<file path="src/rtl/shifted_kmer_mismatch_match_assert.svh">
// assertion macros shared by the matcher rtl
// both expect i_clk and i_rst_n in the scope of use
`ifndef SHIFTED_KMER_MISMATCH_MATCH_ASSERT_SVH
`define SHIFTED_KMER_MISMATCH_MATCH_ASSERT_SVH

// same-cycle implication
`define SKMM_ASSERT_IMPL(lbl, ante, cons) \
lbl: assert property (@(posedge i_clk) disable iff (!i_rst_n) (ante) |-> (cons)) \
    else $error("skmm: same-cycle check failed");

// next-cycle implication
`define SKMM_ASSERT_NEXT(lbl, ante, cons) \
lbl: assert property (@(posedge i_clk) disable iff (!i_rst_n) (ante) |=> (cons)) \
    else $error("skmm: next-cycle check failed");

`endif

</file>
<file path="src/rtl/skmm_pkg.sv">
// ----------------------------------------------------------------------------
// skmm_pkg
// Shared sizes, codes and types of the shifted k-mer mismatch matcher.
// ----------------------------------------------------------------------------
package skmm_pkg;

    // store sizes
    localparam int SEQ_LEN  = 64;
    localparam int MAX_KMER = 8;
    localparam int CB_DEPTH = 256;

    localparam int SEQ_AW = $clog2(SEQ_LEN);
    localparam int CB_AW  = $clog2(CB_DEPTH * MAX_KMER);
    localparam int CHAR_W = $clog2(MAX_KMER);
    localparam int CNT_W  = $clog2(MAX_KMER + 1);

    // field widths
    localparam int REQ_W  = 2;
    localparam int POS_W  = 6;
    localparam int ENT_W  = 8;
    localparam int CH_W   = 3;
    localparam int SYM_W  = 8;
    localparam int FIDX_W = 21;
    localparam int K_W    = 4;
    localparam int SH_W   = 4;
    localparam int LIM_W  = 4;
    localparam int NENT_W = 9;
    localparam int OFF_W  = 20;
    localparam int CIDX_W = 3;
    localparam int CDAT_W = 20;
    localparam int PROD_W = POS_W + NENT_W;

    // queue between front and back
    localparam int Q_DEPTH = 4;
    localparam int Q_AW    = $clog2(Q_DEPTH);
    localparam int Q_CW    = $clog2(Q_DEPTH + 1);

    // request codes
    typedef enum logic [REQ_W-1:0] {
        REQ_LOAD_SEQ  = 2'd0,
        REQ_LOAD_CODE = 2'd1,
        REQ_QUERY     = 2'd2,
        REQ_UNUSED    = 2'd3
    } t_req;

    // register indexes
    typedef enum logic [CIDX_W-1:0] {
        CFG_KMER_LENGTH = 3'd0,
        CFG_SHIFT_SPAN  = 3'd1,
        CFG_MISMATCH    = 3'd2,
        CFG_ENTRIES     = 3'd3,
        CFG_DIM_OFFSET  = 3'd4
    } t_cfg_idx;

    typedef struct packed {
        logic [K_W-1:0]    kmer_length;
        logic [SH_W-1:0]   shift_span;
        logic [LIM_W-1:0]  limit;
        logic [NENT_W-1:0] entries;
        logic [OFF_W-1:0]  offset;
    } t_cfg;

    // classified work for the back end
    typedef enum logic [1:0] {
        CMD_SEQ,
        CMD_CODE,
        CMD_QUERY
    } t_kind;

    typedef struct packed {
        t_kind              kind;
        logic               bad;
        logic [POS_W-1:0]   pos;
        logic [ENT_W-1:0]   entry;
        logic [CH_W-1:0]    ch;
        logic [SYM_W-1:0]   sym;
        logic [FIDX_W-1:0]  fidx;
    } t_cmd;

    // back end sequencer
    typedef enum logic [2:0] {
        ST_IDLE,
        ST_WORD,
        ST_PICK,
        ST_CMP,
        ST_DONE
    } t_state;

endpackage

</file>
<file path="src/rtl/skmm_queue.sv">
// ----------------------------------------------------------------------------
// skmm_queue
// Short first-in first-out queue of classified items between front and back.
// ----------------------------------------------------------------------------
module skmm_queue import skmm_pkg::*; (
    input  logic i_clk,
    input  logic i_rst_n,
    input  logic i_push,
    input  t_cmd i_cmd,
    output logic o_full,
    input  logic i_pop,
    output t_cmd o_cmd,
    output logic o_empty
);

    t_cmd            r_mem [Q_DEPTH];
    logic [Q_AW-1:0] r_wp, n_wp;
    logic [Q_AW-1:0] r_rp, n_rp;
    logic [Q_CW-1:0] r_cnt, n_cnt;

    assign o_full  = r_cnt == Q_CW'(Q_DEPTH);
    assign o_empty = r_cnt == '0;
    assign o_cmd   = r_mem[r_rp];

    // pointer and fill updates
    always_comb begin
        n_wp  = i_push ? r_wp + Q_AW'(1) : r_wp;
        n_rp  = i_pop  ? r_rp + Q_AW'(1) : r_rp;
        n_cnt = r_cnt + Q_CW'(i_push) - Q_CW'(i_pop);
    end

    always_ff @(posedge i_clk) begin
        if (!i_rst_n) begin
            r_wp  <= '0;
            r_rp  <= '0;
            r_cnt <= '0;
        end else begin
            r_wp  <= n_wp;
            r_rp  <= n_rp;
            r_cnt <= n_cnt;
        end
    end

    // entry storage
    always_ff @(posedge i_clk) begin
        if (i_push) begin
            r_mem[r_wp] <= i_cmd;
        end
    end

endmodule

</file>
<file path="config.mk">
export PLATFORM = sky130hd
export DESIGN_NAME = skmm_queue
export DESIGN_NICKNAME = d
export VERILOG_FILES = /design/src/rtl/shifted_kmer_mismatch_match_assert.svh /design/src/rtl/skmm_pkg.sv /design/src/rtl/skmm_queue.sv
export SDC_FILE = /design/constraint.sdc
export NUM_CORES = 1
export LEC_CHECK = 0
export BUFFER_PORTS_ARGS = -buffer_cell sky130_fd_sc_hd__buf_2
export CAP_MARGIN = 20
export CORE_ASPECT_RATIO = 0.75
export CORE_MARGIN = 2
export CORE_UTILIZATION = 55
export CTS_CLUSTER_SIZE = 30
export DETAILED_ROUTE_END_ITERATION = 12
export PLACE_DENSITY = 0.88
export SLEW_MARGIN = 20
export SYNTH_ARGS = -nofsm -noshare
export SYNTH_HDL_FRONTEND = slang
export SYNTH_SLANG_ARGS = --single-unit
</file>
<file path="constraint.sdc">
create_clock -name i_clk -period 5.2 [get_ports i_clk]
set_clock_uncertainty 0.15 [all_clocks]
set_input_delay 0.52 -clock i_clk [delete_from_list [all_inputs] [get_ports i_clk]]
set_output_delay 0.52 -clock i_clk [all_outputs]
set_load 0.01 [all_outputs]
</file>
==> impl_results.md <==
* Crit. path cell count at 2
* Total grt overflow at 0
* Final setup TNS at 0 ns
* First-pass DRT Iterations at 6
* RSZ-0062 raised after global routing: false
* CTS Buf Count at 20
* Port bufs at 103
* Fmax at 335 MHz
* Layout area overhead at 17.7%
* CP top delay family: flip-flops
* Pre-CTS setup slack at 2.64 ns
* Tot Pwr at 3.66 mW
* Worst-path cell chain: mux4_2 -> buf_2
* Leak at 3.04 nW
* DRC at 0
* Reg2reg path depth at 4
* Yosys top cell area share at 78.1%
* Register area share after synthesis at 80.5%
* Post-CTS Setup Bufs at 0
* Setup violators final at 0
* Syn_area_per_cell at 25.2 um2
* Htree depth at 1
* Number of global-route vias before repair at 3,606
* Max Slew Vio Count at 0
* Worst rel slew slack at 34.7%
* Leading area contributor after synthesis: edfxtp_1
* Rows at 37
* # Max-Cap Violations at 0
* Clock tree root driver cell: clkbuf_16
* WP buf/inv at 1
* # IOs at 104
* Worst Setup Slack, final at 2.21 ns
* Worst-path maximum fanout at 49
* Critical-path top delay cell: dfxtp_4
* Routed WL per cell at 21.2 um
* CTS sink count at 205
* Total wire length at 12,900 um
* Syn. warnings at 0
* Tightest Pin Transition at 0.979 ns
* Die Y at 105 um
* Initial antenna violation count at 1
* Critical path launch point type: flip-flop
* # nets final at 478
* Number of vias per cell at 5.65
* Reg clk slew, reported paths at 0.06 ns
* Clk_lat worst skew at 0.48 ns
* Die W at 139 um
* First-pass GRT wire length at 20,000 um
* # hold bufs at CTS at 0
* Worst hold slack at 0.100 ns
* Yosys reg bits at 205
* Count of different cell masters after synthesis at 22
* Synth Net Count at 359
* Post-route ant nets at 0
* Setup CP Type: reg -> out
* Synth Cell Area at 7530 um2
* Hold depth at 1
* Max VDD drop at 308 uV
* Critical path data arrival time at 2.32 ns
* GRT Total Usage at 18.1%
* Status: complete, no violations
* Vias at 3,428
* Critical Path RT at 4.53 ns
* Tmin final at 2.99 ns
* Largest net degree at the start of global routing at 50
* Fin crit share at 57.4%
* GPL Wtd Cong at 0.726
* Post-DP HPWL at 7880 um
* Area contributors post-synth: edfxtp_1 78%, mux4_2 14%, dfxtp_1 2.4%, ha_1 1.0%, mux4_1 0.70%
* Post-cts sizing count at 0
* Slowest stage delay, CP at 1.00 ns
* Layout cells sized above 1 at 44.0%
* CTS Buffer Depth at 3
* Power Density at 413 nW/um2
* Starting density of the core at 55.5%
* Util after Layout at 65.4%
* Die area at 14,700 um2
* Hold Path Class: in -> reg
* N_diodes at 0
* Core area at 13,600 um2
* CTS tree: yes
* Post-synthesis cell count at 299
* CP Capture Type: output port
* Drt first-iter violations at 176
* Final hold vios at 0
==> layer usage <==
| layer | track usage (%) | vias up | wire length [um] |
|---|---|---|---|
| met3 | 5.45 | 23 | 929 |
| met1 | 25.7 | 1797 | 5520 |
| met2 | 28.5 | 115 | 6180 |
| met5 | 0 | - | 0 |
| met4 | 3.97 | 0 | 228 |
| li1 | - | 1493 | - |
==> final cells by class <==
class	count	area (um2)
inverters	7	26.3
flip-flops and latches	205	6070
fillers	908	4700
multi-input cells	76	1350
well taps	175	219
repair buffers	108	553
clock buffers	24	537
clock inverters	12	110
==> report_power, final <==
part           leakage (nW)  total [mW]  internal [mW]  switching, mW
logic                 0.849       0.328          0.165          0.163
clock network         0.314        1.39          0.835          0.555
registers              1.88        1.95           1.90         0.0478
==> sequential cells by signal, indices dropped and copies added, names as in the netlist, named ones only <==
signal,flops
r_cnt,3
r_mem,196
r_rp,2
r_wp,2
==> synthesized netlist by cell type <==
library cell	n
edfxtp_1	196
mux4_2	47
dfxtp_1	9
inv_1	7
and2_1	6
ha_1	6
nor2_1	5
buf_1	3
buf_4	3
buf_12	2
buf_2	2
mux4_1	2
xnor2_1	2
a21bo_2	1
a21oi_1	1
and3_1	1
buf_6	1
fa_1	1
mux2i_1	1
nand3b_1	1
nor3_1	1
xor3_1	1
==> worst paths after layout <==
kind	startpoint	end	slack (ns)
hold / removal	i_cmd[17]	r_mem[3][17]	0.1
setup reg to reg	r_wp[0]	r_mem[0][33]	3.00
setup / recovery	flip-flop	o_cmd[39]	2.21
hold reg to reg	r_rp[1]	flip-flop	0.38
==> cell usage in the layout, fill, tap and decap left out <==
cell,count
edfxtp_1,196
buf_2,103
mux4_2,47
clkbuf_16,21
inv_1,7
dfxtp_1,7
ha_1,6
nor2_1,5
clkinv_1,5
buf_4,5
and2_2,4
clkbuf_1,3
clkinv_2,3
mux4_1,2
and2_1,2
xnor2_1,2
bufinv_16,2
nor3_1,1
and3_1,1
a21bo_2,1
nand3b_1,1
a21oi_1,1
mux2i_1,1
xor3_1,1
fa_1,1
dfxtp_4,1
dfxtp_2,1
clkinv_4,1
clkinvlp_4,1
==> cells by family after synthesis <==
kind of cell               count (synthesis)  share of synthesized area (%)
DFF                                      205                           80.5
AOI/OAI and AO/OA                          2                          0.199
adders and majority gates                  7                           1.26
and+or+nand+nor                           14                          0.996
buffers and inverters                     18                           1.61
muxes                                     50                           14.9
xor gates and xnor gates                   3                          0.548
==> through the flow <==
| stage | area [um2] | std cells |
|---|---|---|
| 5_1_grt | 8870 | 607 |
| 6_report | 8870 | 607 |
| 4_1_cts | 8870 | 607 |
| 2_1_floorplan | 7530 | 299 |
| 3_5_place_dp | 8220 | 571 |
| 3_3_place_gp | 8220 | 571 |
No activity file was read; power rests on OpenSTA's default activity.
