--- src/rtl/shifted_kmer_mismatch_match_assert.svh ---
// assertion macros shared by the matcher rtl
// both expect i_clk and i_rst_n in the scope of use
`ifndef SHIFTED_KMER_MISMATCH_MATCH_ASSERT_SVH
`define SHIFTED_KMER_MISMATCH_MATCH_ASSERT_SVH

// same-cycle implication
`define SKMM_ASSERT_IMPL(lbl, ante, cons) \
lbl: assert property (@(posedge i_clk) disable iff (!i_rst_n) (ante) |-> (cons)) \
    else $error("skmm: same-cycle check failed");

// next-cycle implication
`define SKMM_ASSERT_NEXT(lbl, ante, cons) \
lbl: assert property (@(posedge i_clk) disable iff (!i_rst_n) (ante) |=> (cons)) \
    else $error("skmm: next-cycle check failed");

`endif

--- src/rtl/skmm_pkg.sv ---
// ----------------------------------------------------------------------------
// skmm_pkg
// Shared sizes, codes and types of the shifted k-mer mismatch matcher.
// ----------------------------------------------------------------------------
package skmm_pkg;

    // store sizes
    localparam int SEQ_LEN  = 64;
    localparam int MAX_KMER = 8;
    localparam int CB_DEPTH = 256;

    localparam int SEQ_AW = $clog2(SEQ_LEN);
    localparam int CB_AW  = $clog2(CB_DEPTH * MAX_KMER);
    localparam int CHAR_W = $clog2(MAX_KMER);
    localparam int CNT_W  = $clog2(MAX_KMER + 1);

    // field widths
    localparam int REQ_W  = 2;
    localparam int POS_W  = 6;
    localparam int ENT_W  = 8;
    localparam int CH_W   = 3;
    localparam int SYM_W  = 8;
    localparam int FIDX_W = 21;
    localparam int K_W    = 4;
    localparam int SH_W   = 4;
    localparam int LIM_W  = 4;
    localparam int NENT_W = 9;
    localparam int OFF_W  = 20;
    localparam int CIDX_W = 3;
    localparam int CDAT_W = 20;
    localparam int PROD_W = POS_W + NENT_W;

    // queue between front and back
    localparam int Q_DEPTH = 4;
    localparam int Q_AW    = $clog2(Q_DEPTH);
    localparam int Q_CW    = $clog2(Q_DEPTH + 1);

    // request codes
    typedef enum logic [REQ_W-1:0] {
        REQ_LOAD_SEQ  = 2'd0,
        REQ_LOAD_CODE = 2'd1,
        REQ_QUERY     = 2'd2,
        REQ_UNUSED    = 2'd3
    } t_req;

    // register indexes
    typedef enum logic [CIDX_W-1:0] {
        CFG_KMER_LENGTH = 3'd0,
        CFG_SHIFT_SPAN  = 3'd1,
        CFG_MISMATCH    = 3'd2,
        CFG_ENTRIES     = 3'd3,
        CFG_DIM_OFFSET  = 3'd4
    } t_cfg_idx;

    typedef struct packed {
        logic [K_W-1:0]    kmer_length;
        logic [SH_W-1:0]   shift_span;
        logic [LIM_W-1:0]  limit;
        logic [NENT_W-1:0] entries;
        logic [OFF_W-1:0]  offset;
    } t_cfg;

    // classified work for the back end
    typedef enum logic [1:0] {
        CMD_SEQ,
        CMD_CODE,
        CMD_QUERY
    } t_kind;

    typedef struct packed {
        t_kind              kind;
        logic               bad;
        logic [POS_W-1:0]   pos;
        logic [ENT_W-1:0]   entry;
        logic [CH_W-1:0]    ch;
        logic [SYM_W-1:0]   sym;
        logic [FIDX_W-1:0]  fidx;
    } t_cmd;

    // back end sequencer
    typedef enum logic [2:0] {
        ST_IDLE,
        ST_WORD,
        ST_PICK,
        ST_CMP,
        ST_DONE
    } t_state;

endpackage

--- src/rtl/skmm_if.sv ---
// ----------------------------------------------------------------------------
// skmm_if
// Handshake channels of the matcher: requests, results and register writes.
// ----------------------------------------------------------------------------
interface skmm_req_if import skmm_pkg::*; ();
    logic              valid;
    logic              ready;
    logic [REQ_W-1:0]  req_type;
    logic [POS_W-1:0]  seq_pos;
    logic [ENT_W-1:0]  code_entry;
    logic [CH_W-1:0]   code_char;
    logic [SYM_W-1:0]  symbol;

    modport source (output valid, req_type, seq_pos, code_entry, code_char, symbol,
                    input ready);
    modport sink   (input valid, req_type, seq_pos, code_entry, code_char, symbol,
                    output ready);
endinterface


--- src/rtl/skmm_front.sv ---
// ----------------------------------------------------------------------------
// skmm_front
// Accepts request items, drops ignored ones and precomputes query checks
// and the feature index.
// ----------------------------------------------------------------------------
module skmm_front import skmm_pkg::*; (
    skmm_req_if.sink   i_req,
    input  t_cfg       i_cfg,
    input  logic       i_full,
    output logic       o_push,
    output t_cmd       o_cmd
);

    logic              w_accept;
    logic              w_keep;
    logic              w_bad;
    logic [PROD_W-1:0] w_prod;
    logic [FIDX_W-1:0] w_fidx;

    assign i_req.ready = !i_full;
    assign w_accept    = i_req.valid && i_req.ready;

    // range checks of a query
    assign w_bad = (i_cfg.kmer_length == '0) ||
                   (int'(i_cfg.kmer_length) > MAX_KMER) ||
                   (int'(i_req.seq_pos) + int'(i_cfg.kmer_length) > SEQ_LEN) ||
                   ({1'b0, i_req.code_entry} >= i_cfg.entries) ||
                   (int'(i_req.code_entry) >= CB_DEPTH);

    // one-based feature index, wraps at the field width
    assign w_prod = PROD_W'(i_req.seq_pos) * PROD_W'(i_cfg.entries);
    assign w_fidx = FIDX_W'(i_cfg.offset) + FIDX_W'(w_prod)
                  + FIDX_W'(i_req.code_entry) + FIDX_W'(1);

    // classify the item
    always_comb begin
        o_cmd       = '0;
        o_cmd.pos   = i_req.seq_pos;
        o_cmd.entry = i_req.code_entry;
        o_cmd.ch    = i_req.code_char;
        o_cmd.sym   = i_req.symbol;
        w_keep      = 1'b0;
        unique case (t_req'(i_req.req_type))
            REQ_LOAD_SEQ: begin
                o_cmd.kind = CMD_SEQ;
                w_keep     = int'(i_req.seq_pos) < SEQ_LEN;
            end
            REQ_LOAD_CODE: begin
                o_cmd.kind = CMD_CODE;
                w_keep     = (int'(i_req.code_entry) < CB_DEPTH) &&
                             (int'(i_req.code_char) < MAX_KMER);
            end
            REQ_QUERY: begin
                o_cmd.kind = CMD_QUERY;
                o_cmd.bad  = w_bad;
                o_cmd.fidx = w_bad ? '0 : w_fidx;
                w_keep     = 1'b1;
            end
            default: begin
                o_cmd.kind = CMD_SEQ;
                w_keep     = 1'b0;
            end
        endcase
    end

    assign o_push = w_accept && w_keep;

endmodule

--- src/flat_wrapper.sv ---
// flat-port wrapper written by rule: the top's interface ports become plain ports
module skmm_front_flat import skmm_pkg::*;
  (i_cfg, i_full, o_push, o_cmd, i_req_valid, i_req_req_type, i_req_seq_pos, i_req_code_entry, i_req_code_char, i_req_symbol, i_req_ready);
  skmm_req_if i_req_i ();
  input  t_cfg i_cfg;
  input  logic i_full;
  output logic o_push;
  output t_cmd o_cmd;
  input wire logic [$bits(i_req_i.valid)-1:0] i_req_valid;
  input wire logic [$bits(i_req_i.req_type)-1:0] i_req_req_type;
  input wire logic [$bits(i_req_i.seq_pos)-1:0] i_req_seq_pos;
  input wire logic [$bits(i_req_i.code_entry)-1:0] i_req_code_entry;
  input wire logic [$bits(i_req_i.code_char)-1:0] i_req_code_char;
  input wire logic [$bits(i_req_i.symbol)-1:0] i_req_symbol;
  output wire logic [$bits(i_req_i.ready)-1:0] i_req_ready;
  assign i_req_i.valid = i_req_valid;
  assign i_req_i.req_type = i_req_req_type;
  assign i_req_i.seq_pos = i_req_seq_pos;
  assign i_req_i.code_entry = i_req_code_entry;
  assign i_req_i.code_char = i_req_code_char;
  assign i_req_i.symbol = i_req_symbol;
  assign i_req_ready = i_req_i.ready;
  skmm_front u_core (.i_req(i_req_i), .i_cfg(i_cfg), .i_full(i_full), .o_push(o_push), .o_cmd(o_cmd));
endmodule
--- config.mk ---
export PLATFORM = sky130hd
export DESIGN_NAME = skmm_front_flat
export DESIGN_NICKNAME = d
export VERILOG_FILES = /design/src/rtl/shifted_kmer_mismatch_match_assert.svh /design/src/rtl/skmm_pkg.sv /design/src/rtl/skmm_if.sv /design/src/rtl/skmm_front.sv /design/src/flat_wrapper.sv
export SDC_FILE = /design/constraint.sdc
export NUM_CORES = 1
export LEC_CHECK = 0
export BUFFER_PORTS_ARGS = -buffer_cell sky130_fd_sc_hd__buf_2
export CELL_PAD_IN_SITES_DETAIL_PLACEMENT = 1
export CELL_PAD_IN_SITES_GLOBAL_PLACEMENT = 2
export CORE_AREA = 5 5 110 112
export DETAILED_ROUTE_END_ITERATION = 12
export DIE_AREA = 0 0 115 117
export PLACE_DENSITY_LB_ADDON = 0.1
export SLEW_MARGIN = 20
export SYNTH_ARGS = -nofsm -noshare
export SYNTH_HDL_FRONTEND = slang
export SYNTH_SLANG_ARGS = --single-unit
--- constraint.sdc ---
create_clock -name vclk -period 12.4
set_clock_uncertainty 0.2 [all_clocks]
set_input_delay 1.24 -clock vclk [all_inputs]
set_output_delay 1.24 -clock vclk [all_outputs]
set_load 0.02 [all_outputs]
==> results.yml, run 1 <==
finish:
  layout_common_cells: "inv_1, buf_2, fa_1"
  mostFrequentLayoutCell: "inv_1"
  nFlopsAndLatches: 0
  area_growth_pct: 12.76
  fin_nets: 654
  regArea_sq_um: 0
  diodes: 0
  clock_buffers: 0
  drive_gt1_frac: 0.1988
  nFillCells: 1408
  stdcell_count: 626
  final_core_util: 0.3350
  multiInputGateArea_sq_um: 2688
die:
  coreArea_sq_um: 11130
  fp.dieArea_sq_um: 13460
  die_height_um: 117
  start_util: 0.2971
  ios: 121
  die_width_um: 115
  num_rows: 39
setup_path:
  cp_max_fo: 10
  path_cells: "buf_2 -> inv_1 -> nor2_1 -> fa_1 -> inv_1 -> fa_1 -> inv_1 -> fa_1 -> inv_1 -> fa_1 -> inv_1 -> ha_1 -> o21ai_1 -> o21a_1 -> nor3_2 -> a21oi_2 -> or3_1 -> a21oi_2 -> buf_2"
  max_stage_delay_ns: 0.53
  cp_top_family: "adder cells"
  startpoint_type: "primary input"
  worstPathRequired_ns: 10.96
  worstPathArrival_ns: 5.77
  slowest_stage: "fa_1"
  endpoint_kind: "output pin"
  startpoint: "i_req_seq_pos[1]"
  crit_buf_inv: 7
  cpMostUsedCell: "inv_1"
  path_class: "primary input to output pin"
sta:
  setup_viol: 0
  slew_headroom: 0.4299
  hold_viol: 0
  worstMarginPinSlew_ns: 0.8528
  fmaxAchievable_mhz: 138.7
  rsz0062_at_grt: "false"
  finalCritPeriodShare: 0.5813
  slew_violations: 0
  fin_crit_ns: 7.209
  fin_setup_tns_ns: 0
worst_hold_path:
  hold_path.class: "primary input to output pin"
  min_from: "i_req_symbol[1]"
global_route:
  grt_pass1_wl_mm: 13.83
  antenna_found_initial: 0
  gr-total-overflow: 0
  grt_max_degree: 22
  gr-usage-all-layers: 0.1225
  use_met1: 0.1637
  busiest_layer: "met2"
  grt_use_met2: 0.2338
  met3_usage: 0.003599
  grt_pass1_vias: 3015
synthesis:
  syn-num-nets: 592
  seq_area_frac_synth: 0
  yosysUniqueCellTypes: 40
  yosys_warnings: 0
  synth_area_sq_um: 3306
  netlist_instances: 423
  syn_avg_cell_area_sq_um: 7.815
  netlist.top_cell.by_area: "fa_1"
  synth_top_area_share: 0.3028
  synth_area_leaders: "fa_1, ha_1, inv_1, and2_1, buf_4"
place:
  place_congestion: 0.7469
  port_buffers: 91
  hpwl_mm: 7.612
  dp.cells: 626
detailed_routing:
  totalWireLength_mm: 8.232
  first_iter_violations: 64
  drc: 0
  drt-vias-per-instance: 4.572
  antenna_left: 0
  wire_per_inst_um: 13.15
  first_pass_iters: 4
  vias: 2862
power_and_ir_drop:
  finalPower_w: 0.0004861
  power_density_nw_per_um2: 130.4
  vdd_drop_max_v: 0.00006060
  p_leak_nw: 2.124
job:
  cap_viol_max_count: 0
clock_network:
  ctsHoldBuffers: 0
  post-cts-setup-buffers: 0
  cts_resized: 0
run_status:
  outcome: "finished clean"
-- metrics by stage --
step	area [sq um]	setup WS, ns	hold WS, ns
floorplan	3306	5.356	2.358
global placement	3727	5.167	2.280
detailed placement	3727	5.122	2.280
CTS	3727	5.122	2.280
global route	3727	4.858	2.280
finish	3727	5.191	2.280
-- Yosys cell counts --
cell	number
a221oi_1	1
a2111oi_0	2
a21oi_1	10
nor3b_1	2
o31ai_1	1
xnor2_1	5
o31a_1	1
nand2b_1	2
o21ai_1	1
o21bai_2	1
and2_1	30
a31oi_1	6
nor4b_1	1
nor2_1	27
nor3_1	6
clkbuf_1	4
a21oi_2	2
fa_1	50
o21ai_0	7
nor3_2	1
a21o_2	1
ha_1	49
a21o_1	5
nand2_1	30
or3_1	1
and3_1	3
xor2_1	9
nor2b_1	3
buf_4	25
o41ai_1	1
nand3_1	9
o21bai_1	1
inv_1	108
a211oi_1	4
o21a_1	8
a21boi_0	1
o211ai_1	1
buf_2	2
a311oi_1	1
nand4b_1	1
-- cell families (layout without fill, tap and decap cells) --
logic type	after synthesis	in the layout	share of synthesized area
buf+inv	139	199	0.1870
fa+ha+maj	99	99	0.4883
simple gates	116	116	0.1741
compound gates	55	55	0.1136
xor+xnor	14	14	0.03709
-- per-layer routing --
layer / part of all wire / up-vias
met1: 0.42 / 1409
met4: 0.00049 / 0
li1: - / 1411
met3: 0.031 / 2
met5: 0 / -
met2: 0.55 / 40
-- where the power goes --
group	leakage [nW]	switching, W	internal, W
Combinational	2.12	0.000287	0.000199
Clock	0	0	0
Sequential	0	0	0
Total	2.12	0.000287	0.000199
-- final timing paths --
kind  slack (ns)  cells past startpoint        end
min         2.28                      0  o_cmd[22]
max         5.19                     19  o_cmd[19]
-- cell type report --
cell class                      instances  area share
Inverter                              108      0.1088
Tap cell                              143     0.04800
Multi-Input combinational cell        284      0.7210
Timing Repair Buffer                   91      0.1222
Power figures use the tool's default switching activity.
==> run 2: changes to the inputs <==
--- a/config.mk
+++ b/config.mk
@@ -8,9 +8,9 @@
 export BUFFER_PORTS_ARGS = -buffer_cell sky130_fd_sc_hd__buf_2
 export CELL_PAD_IN_SITES_DETAIL_PLACEMENT = 1
 export CELL_PAD_IN_SITES_GLOBAL_PLACEMENT = 2
-export CORE_AREA = 5 5 110 112
+export CORE_AREA = 5 5 119 121
 export DETAILED_ROUTE_END_ITERATION = 12
-export DIE_AREA = 0 0 115 117
+export DIE_AREA = 0 0 124 126
 export PLACE_DENSITY_LB_ADDON = 0.1
 export SLEW_MARGIN = 20
 export SYNTH_ARGS = -nofsm -noshare
==> constraint.sdc (replaced) <==
create_clock -name vclk -period 6.2
set_clock_uncertainty 0.2 [all_clocks]
set_input_delay 0.62 -clock vclk [all_inputs]
set_output_delay 0.62 -clock vclk [all_outputs]
set_load 0.02 [all_outputs]
==> run 2 against run 1 <==
  * Utilization decreased by 4.4 points
  * Combinational power increased by 100%
  * Non-clock buffer count increased by 1
  * Worst setup slack got worse by 4.9 ns
  * Critical path type unchanged
  * Highest routed layer is now met3
  * Cell area increased by 1.3%
  * Total power increased by 100%
  * Largest power group unchanged
  * Sequential cell count unchanged
==> results.yml, run 2 (synthesis results as in run 1) <==
run_status:
  outcome: "finished clean"
sta:
  setup_viol: 0
  slew_violations: 0
  slew_headroom: 0.3827
  rsz0062_at_grt: "false"
  fin_crit_ns: 5.859
  fin_setup_tns_ns: 0
  finalCritPeriodShare: 0.9450
  worstMarginPinSlew_ns: 0.9234
  hold_viol: 0
  fmaxAchievable_mhz: 170.7
  whs_ns: 1.040
setup_path:
  startpoint_type: "primary input"
  cp_max_fo: 10
  path_class: "primary input to output pin"
  worstPathRequired_ns: 5.38
  endpoint_kind: "output pin"
  worstPathArrival_ns: 5.04
finish:
  drive_gt1_frac: 0.2004
  nFillCells: 1617
  clock_buffers: 0
  multiInputGateArea_sq_um: 2689
  regArea_sq_um: 0
  fin_nets: 655
  nFlopsAndLatches: 0
  mostFrequentLayoutCell: "inv_1"
  area_growth_pct: 14.27
  diodes: 0
  layout_common_cells: "inv_1, buf_2, fa_1"
detailed_routing:
  maxUsedRoutingLayer: "met3"
  first_pass_iters: 4
  wl_met2_mm: 4.697
  wl_met1_mm: 3.750
  antenna_left: 0
  drt-vias-per-instance: 4.324
  first_iter_violations: 58
  totalWireLength_mm: 8.745
  vias: 2854
  wl_met3_um: 297
  wire_per_inst_um: 13.25
  drc: 0
place:
  hpwl_mm: 8.006
  place_congestion: 0.7094
  port_buffers: 91
worst_hold_path:
  hold_path.class: "primary input to output pin"
die:
  die_width_um: 124
  ios: 121
  coreArea_sq_um: 12980
  fp.dieArea_sq_um: 15620
  num_rows: 42
  start_util: 0.2547
  die_height_um: 126
clock_network:
  post-cts-setup-buffers: 0
global_route:
  gr-total-overflow: 0
  grt_pass1_vias: 3096
  antenna_found_initial: 0
  grt_max_degree: 22
  gr-usage-all-layers: 0.1123
  grt_pass1_wl_mm: 14.64
power_and_ir_drop:
  power_density_nw_per_um2: 263.4
  p_leak_nw: 2.129
  vdd_drop_max_v: 0.0001212
job:
  cap_viol_max_count: 0
-- run 2: changes by cell type in the layout (fill, tap and decap cells not counted), sizes merged --
cell	change
buf	+1
-- run 2: layout make-up --
type,count,area share
repair buffers,92,0.1226
well taps,176,0.05830
inverters,108,0.1073
multi-input cells,284,0.7118
-- run 2: stage by stage --
stage,util,total power (W),std cells,worst slack (ns),instance area [sq um]
global route,0.2910,0.001154,660,0.01562,3777
global placement,0.2909,0.001016,660,0.2456,3776
detailed placement,0.2909,0.001016,660,0.2495,3776
floorplan,-,0.0007773,423,0.3965,3306
finish,0.2910,0.0009949,660,0.3411,3777
CTS,0.2909,0.001025,660,0.2519,3776
-- run 2: routing by layer --
metal	up-vias	track usage
met5	-	0
met4	0	0.0006443
met3	0	0.004036
met2	43	0.2100
met1	1400	0.1514
li1	1411	-
-- run 2: critical path, stage by stage --
cell,delay [ns]
buf_2,0.18
inv_1,0.16
nor2_1,0.09
fa_1,0.51
inv_1,0.05
fa_1,0.48
inv_1,0.06
fa_1,0.53
inv_1,0.05
fa_1,0.53
inv_1,0.04
ha_1,0.25
a2111oi_1,0.40
o21a_1,0.21
nor3_2,0.07
buf_4,0.18
a31oi_1,0.19
xor2_1,0.18
nor2_1,0.07
buf_2,0.20
-- run 2: final timing paths --
check / cells past startpoint / slack, ns / startpoint / endpoint
max: 20 / 0.34 / i_req_seq_pos[1] / o_cmd[13]
min: 0 / 1.04 / i_req_symbol[4] / o_cmd[25]
-- run 2: timing repair --
action	CTS	global route
hold buffers	0	0
setup endpoints to repair	0	2
resized for setup	0	1
-- run 2: report_power, final --
part	switching (W)	internal [W]	leakage, nW
Combinational	0.000584	0.000411	2.13
Sequential	0	0	0
Clock	0	0	0
